File: config.mk
export PLATFORM = sky130hd
export DESIGN_NAME = rbc_coef_regs
export DESIGN_NICKNAME = d
export VERILOG_FILES = /design/src/sv/rbc_pkg.sv /design/src/sv/rbc_coef_regs.sv
export SDC_FILE = /design/constraint.sdc
export NUM_CORES = 1
export LEC_CHECK = 0
export BUFFER_PORTS_ARGS = -buffer_cell sky130_fd_sc_hd__buf_4
export CORE_AREA = 2 2 131 133
export CTS_CLUSTER_DIAMETER = 60
export DETAILED_ROUTE_END_ITERATION = 10
export DIE_AREA = 0 0 133 135
export GPL_TIMING_DRIVEN = 0
export PLACE_DENSITY = 0.58
export SLEW_MARGIN = 0
export SYNTH_ARGS = -nofsm -noshare
export SYNTH_HDL_FRONTEND = slang
export SYNTH_SLANG_ARGS = --single-unit
File: constraint.sdc
create_clock -name clk -period 0.8 [get_ports clk]
set_input_delay 0.24 -clock clk [delete_from_list [all_inputs] [get_ports clk]]
set_output_delay 0.24 -clock clk [all_outputs]
set_load 0.03 [all_outputs]
File: src/sv/rbc_pkg.sv
// Shared widths, types, register indexes and reset coefficients of the resonant biquad.
package rbc_pkg;

    // Field widths.
    localparam int ERROR_WIDTH    = 24;
    localparam int OUT_WIDTH      = 32;
    localparam int COEF_FRAC_BITS = 29;
    localparam int COEF_W         = 32;

    // Product and accumulator widths.
    localparam int P_ERR_W = COEF_W + ERROR_WIDTH;
    localparam int P_OUT_W = COEF_W + OUT_WIDTH;
    localparam int MAX_P_W = (P_ERR_W > P_OUT_W) ? P_ERR_W : P_OUT_W;
    localparam int ACC_W   = MAX_P_W + 2;

    // Stream widths, rounded up to whole bytes.
    localparam int IN_TDATA_W  = ((ERROR_WIDTH + 7) / 8) * 8;
    localparam int OUT_TDATA_W = ((OUT_WIDTH + 7) / 8) * 8;

    // Configuration port.
    localparam int CFG_INDEX_W = 8;
    localparam logic [CFG_INDEX_W-1:0] REG_A0 = CFG_INDEX_W'(0);
    localparam logic [CFG_INDEX_W-1:0] REG_A2 = CFG_INDEX_W'(1);
    localparam logic [CFG_INDEX_W-1:0] REG_B1 = CFG_INDEX_W'(2);
    localparam logic [CFG_INDEX_W-1:0] REG_B2 = CFG_INDEX_W'(3);

    // Item kinds carried on the input tuser bit.
    localparam logic ACT_UPDATE = 1'b0;
    localparam logic ACT_CLEAR  = 1'b1;

    // Reset coefficients held in Q2.30.
    localparam logic signed [63:0] A0_Q30 = 64'sd644200084;
    localparam logic signed [63:0] A2_Q30 = -64'sd644200084;
    localparam logic signed [63:0] B1_Q30 = -64'sd2147312422;
    localparam logic signed [63:0] B2_Q30 = 64'sd1073612984;
    localparam int COEF_SHIFT = 30 - COEF_FRAC_BITS;

    typedef struct packed {
        logic signed [COEF_W-1:0] a0;
        logic signed [COEF_W-1:0] a2;
        logic signed [COEF_W-1:0] b1;
        logic signed [COEF_W-1:0] b2;
    } coef_set_t;

    typedef struct packed {
        logic signed [ERROR_WIDTH-1:0] err_prev;
        logic signed [ERROR_WIDTH-1:0] err_prev2;
        logic signed [OUT_WIDTH-1:0]   out_prev;
        logic signed [OUT_WIDTH-1:0]   out_prev2;
    } hist_t;

    // Round a Q2.30 value half up to the configured fraction width.
    function automatic logic signed [COEF_W-1:0] coef_reset(input logic signed [63:0] q30);
        logic signed [63:0] r;
        r = q30;
        if (COEF_SHIFT > 0)
        begin
            r = (q30 + (64'sd1 <<< (COEF_SHIFT - 1))) >>> COEF_SHIFT;
        end
        return r[COEF_W-1:0];
    endfunction

endpackage

File: src/sv/rbc_coef_regs.sv
// Coefficient register file written through the configuration channel.
module rbc_coef_regs
(
    input  logic                               clk,
    input  logic                               rst_n,
    input  logic                               cfg_valid,
    input  logic [rbc_pkg::CFG_INDEX_W-1:0]    cfg_index,
    input  logic [rbc_pkg::COEF_W-1:0]         cfg_data,
    output logic                               cfg_ready,
    output rbc_pkg::coef_set_t                 coef
);

    rbc_pkg::coef_set_t coef_reg;
    rbc_pkg::coef_set_t coef_next;

    // Writes are always taken; an index beyond the list is dropped.
    assign cfg_ready = 1'b1;
    assign coef      = coef_reg;

    always_comb
    begin
        coef_next = coef_reg;
        if (cfg_valid)
        begin
            unique case (cfg_index)
                rbc_pkg::REG_A0: coef_next.a0 = cfg_data;
                rbc_pkg::REG_A2: coef_next.a2 = cfg_data;
                rbc_pkg::REG_B1: coef_next.b1 = cfg_data;
                rbc_pkg::REG_B2: coef_next.b2 = cfg_data;
                default:         coef_next    = coef_reg;
            endcase
        end
    end

    // Reset loads the Tustin coefficients.
    always_ff @(posedge clk or negedge rst_n)
    begin
        if (!rst_n)
        begin
            coef_reg.a0 <= rbc_pkg::coef_reset(rbc_pkg::A0_Q30);
            coef_reg.a2 <= rbc_pkg::coef_reset(rbc_pkg::A2_Q30);
            coef_reg.b1 <= rbc_pkg::coef_reset(rbc_pkg::B1_Q30);
            coef_reg.b2 <= rbc_pkg::coef_reset(rbc_pkg::B2_Q30);
        end
        else
        begin
            coef_reg <= coef_next;
        end
    end

endmodule

; Word-level counts from Yosys, hierarchy flattened
; Cells that the tools add are included.
; Widths: inputs -> output; s select.
[word_totals]
register_bits = 128
inputBits = 43
out_inout_bits = 129
word_cells = 12
[op_classes]
n_eq_ne = 3
reduce_logical = 5
[ops]
columns = cell, count
row1 = $eq 8x2->1 const B, 2
row2 = $eq 8x1->1 const B, 1
row3 = $logic_not 8->1, 1
row4 = $reduce_and 2->1, 4

; Longest topological paths before layout
[logic_depth]
ltp_word = 2
ltp_mapped = 5
depth_no_buf = 3

; Worst setup path after synthesis
; Ideal clock, no wire load.
[synth_path]
path_kind = input -> register
start = input port cfg_index[6] (netlist bit)
end = register coef_reg (netlist bit coef[122])
setup_ns = 0.125
arrival_ns = 1.440
required_time_ns = 0.675
slack_ns = -0.765
cell_stages = 5
path_buffers = 2
path_cell_list = nor4b_2 -> and4bb_1 -> clkbuf_2 -> buf_4 -> mux2_2
[synth_between]
elab_chain_len = 2
[synth_lines]
columns = element, line
row1 = "start, declared", rbc_coef_regs.sv:7  ; input logic [rbc_pkg::CFG_INDEX_W-1:0] cfg_index,
row2 = $logic_not 8->1, rbc_coef_regs.sv:25  ; unique case (cfg_index)
row3 = $reduce_and 2->1 (no line), --
row4 = "end signal, assigned", rbc_coef_regs.sv:47  ; coef_reg <= coef_next;
row5 = "end, declared", rbc_coef_regs.sv:13  ; rbc_pkg::coef_set_t coef_reg;
; No other way between the ends.
; A chain may end at the register's enable or synchronous reset.

; Worst setup path after layout
[layout_path]
start = register coef_reg (netlist bit coef[3])
end = output port coef[3] (netlist bit)
[layout_lines]
columns = element, line
row1 = "end, declared", rbc_coef_regs.sv:10  ; output rbc_pkg::coef_set_t coef
; No word-level cell between the ends.

==> results.yml <==
sta:
  drv_slew: 0
  fmax_ghz: 0.7454
  skew_ps: 0
  whs_ps: -198.1
  rsz0062_at_grt: "true"
  report.final.hold_viol_count: 32
  finalCritPeriodShare: 1.677
  maxSlewHeadroom: 0.6089
  tns_ps: -116090
  tightest_slew_ps: 586.7
  fin_crit_ps: 1342
  setup_ws_ps: -541.5
  finalSetupViolCount: 256
routing:
  vias: 3294
  drt_iter0_markers: 108
  drc: 0
  routedWlPerCell_um: 18.30
  drtAntennaViolNets: 0
  dr.pass1.iters: 3
  wl_mm: 13.65
  viasPerCell: 4.416
synth:
  syn_nets: 320
  synth_area_leaders: "dfrtp_1 (34%), dfstp_2 (34%), mux2_2 (29%)"
  syn-cell-area_mm2: 0.004862
  ys_seq_area_frac: 0.6747
  ys_top_cells_by_count: "mux2_2 (125), dfrtp_1 (66), dfstp_2 (62)"
  syn_inst: 277
  synth-seq-cells: 128
  yosysMostFrequentCell: "mux2_2"
  async_reset_ff_frac: 1.000
  ys_types: 13
  avgSynthCellArea_um2: 17.55
  yosys_warnings: 0
  synth_edf_count: 0
  synth_top_area_cell: "dfrtp_1"
  synth.top_cell.area_share: 0.3397
  synth_flop_cell: "dfrtp_1"
clock_tree:
  cts_sinks: 128
  cts_buffers: 17
  path_clk_slew_ps: 60
  cts_tree: "built"
  htreeDepth: 4
  root_buffer: "clkbuf_16"
  clockBufferDepth: 2
  insertion_delay_ps: 410
final_layout:
  fin_cells: 746
  area_delta_synth_final_pct: 73.31
  multi_input_area_mm2: 0.001650
  fill_cells: 1382
  largest_reg_flops: 128
  drive_gt1_frac: 0.8612
  seqCellArea_mm2: 0.003281
  postLayoutCoreUtil: 0.5136
  antenna-diode-count: 0
  fin_nets: 556
power_and_ir_drop:
  power_mw: 16.95
  peakVddDrop_mv: 1.356
  leakage_nw: 4.117
  powerDensity_mw_per_mm2: 2011
floorplan:
  core_region_area_mm2: 0.01641
  die_x_um: 133
  fp.dieH_um: 135
  die_area_mm2: 0.01796
  io_pins: 172
  start_util: 0.2963
  row_count: 47
global_route:
  grt_max_degree: 69
  antenna_found_initial: 0
  grt_pass1_wl_mm: 20.66
  grt_pass1_vias: 3586
  grt-ovfl-total: 0
  track_usage: 0.1533
status:
  outcome: "complete, but fails checks"
  failed_checks: "hold timing, setup timing"
worst_hold_path:
  hp-class: "input pin to async pin"
setup_path:
  crit_chain: "buf_6"
  rrSetupSlack_ps: -210
  path_max_fanout: 2
  crit_path_start_kind: "flop"
  cp_slowest_stage_delay_ps: 550
  r2r-start: "coef[122]"
  cp.required_ps: 560
  cp_slowest_cell: "dfstp_2"
  path_delay_family: "flip-flops"
  cp.buffers_inverters: 1
  ff2ff_path_depth: 3
  arrival_ps: 1100
  worstSetupEndpointType: "output pin"
  crit_type: "flop to output pin"
  r2r-end: "coef[122]"
placement:
  dp.cells: 668
  place.gp.congestion: 0.7021
  dp_hpwl_mm: 8.431
  io_buffers: 170
flow_run:
  cap_violations: 0
placed cells by master, fill, tap and decap left out, types with 3 or more instances in the layout:
cell        instances
dfstp_2            62
buf_16              6
clkbuf_16          22
buf_12             14
buf_6             138
mux2_2             92
clkinvlp_4          3
clkinv_2            4
buf_4              68
dfrtp_1            66
mux2_4             36
clkbuf_8            3
where the power goes:
group	internal [mW]	total, mW	leakage, nW	switching (mW)
logic	1.10	2.22	2.28	1.12
clock network	4.81	7.59	0.282	2.77
registers	6.91	7.14	1.55	0.230
total	12.8	16.9	4.12	4.13
layout make-up:
type / instances / share of cell area
sequential: 128 / 0.3893
timing repair buffer: 218 / 0.2833
multi-input combinational: 135 / 0.1958
clock buffer: 22 / 0.05627
tap: 220 / 0.03267
buffer: 13 / 0.02940
clock inverter: 10 / 0.01321
per-layer routing:
metal,GRT usage,wire (µm),vias up
met4,0.06631,205,0
met2,0.2470,6662,121
met5,0,0,-
li1,-,-,1469
met1,0.1884,5842,1688
met3,0.05180,941,16
through the flow:
step,setup slack (ps),cell area [µm²]
6_report,-541.5,8427
5_1_grt,-593.5,8427
4_1_cts,-558.9,8220
3_5_place_dp,-1177,6633
3_3_place_gp,-1129,6601
2_1_floorplan,-673.9,5050
how the worst max path moves through the flow:
stage,slack [ps],depth (start not counted),endpoint,start
finish,-540,1,coef[3],coef[3]
detailed placement,-1180,5,coef[33],cfg_index[2]
global route,-590,7,coef[85],cfg_index[3]
global placement,-1130,5,coef[53],cfg_index[2]
floorplan,-670,5,coef[100],cfg_index[2]
CTS,-560,1,coef[63],coef[63]
cells by family after synthesis:
logic type             count (synthesis)  share of synthesized area
multiplexers                         128                     0.2964
AND/OR/NAND/NOR                        6                    0.01158
other                                  1                  0.0007713
buffers and inverters                 14                    0.01647
flip-flops                           128                     0.6747
repair_timing:
action	CTS	global route
pin swaps	4	4
buffers inserted	25	13
endpoints found under the hold margin	32	32
gates cloned	6	5
endpoints found under the setup margin	256	256
gates resized for setup	175	6
Note: power is estimated with default switching activity, not from simulation.
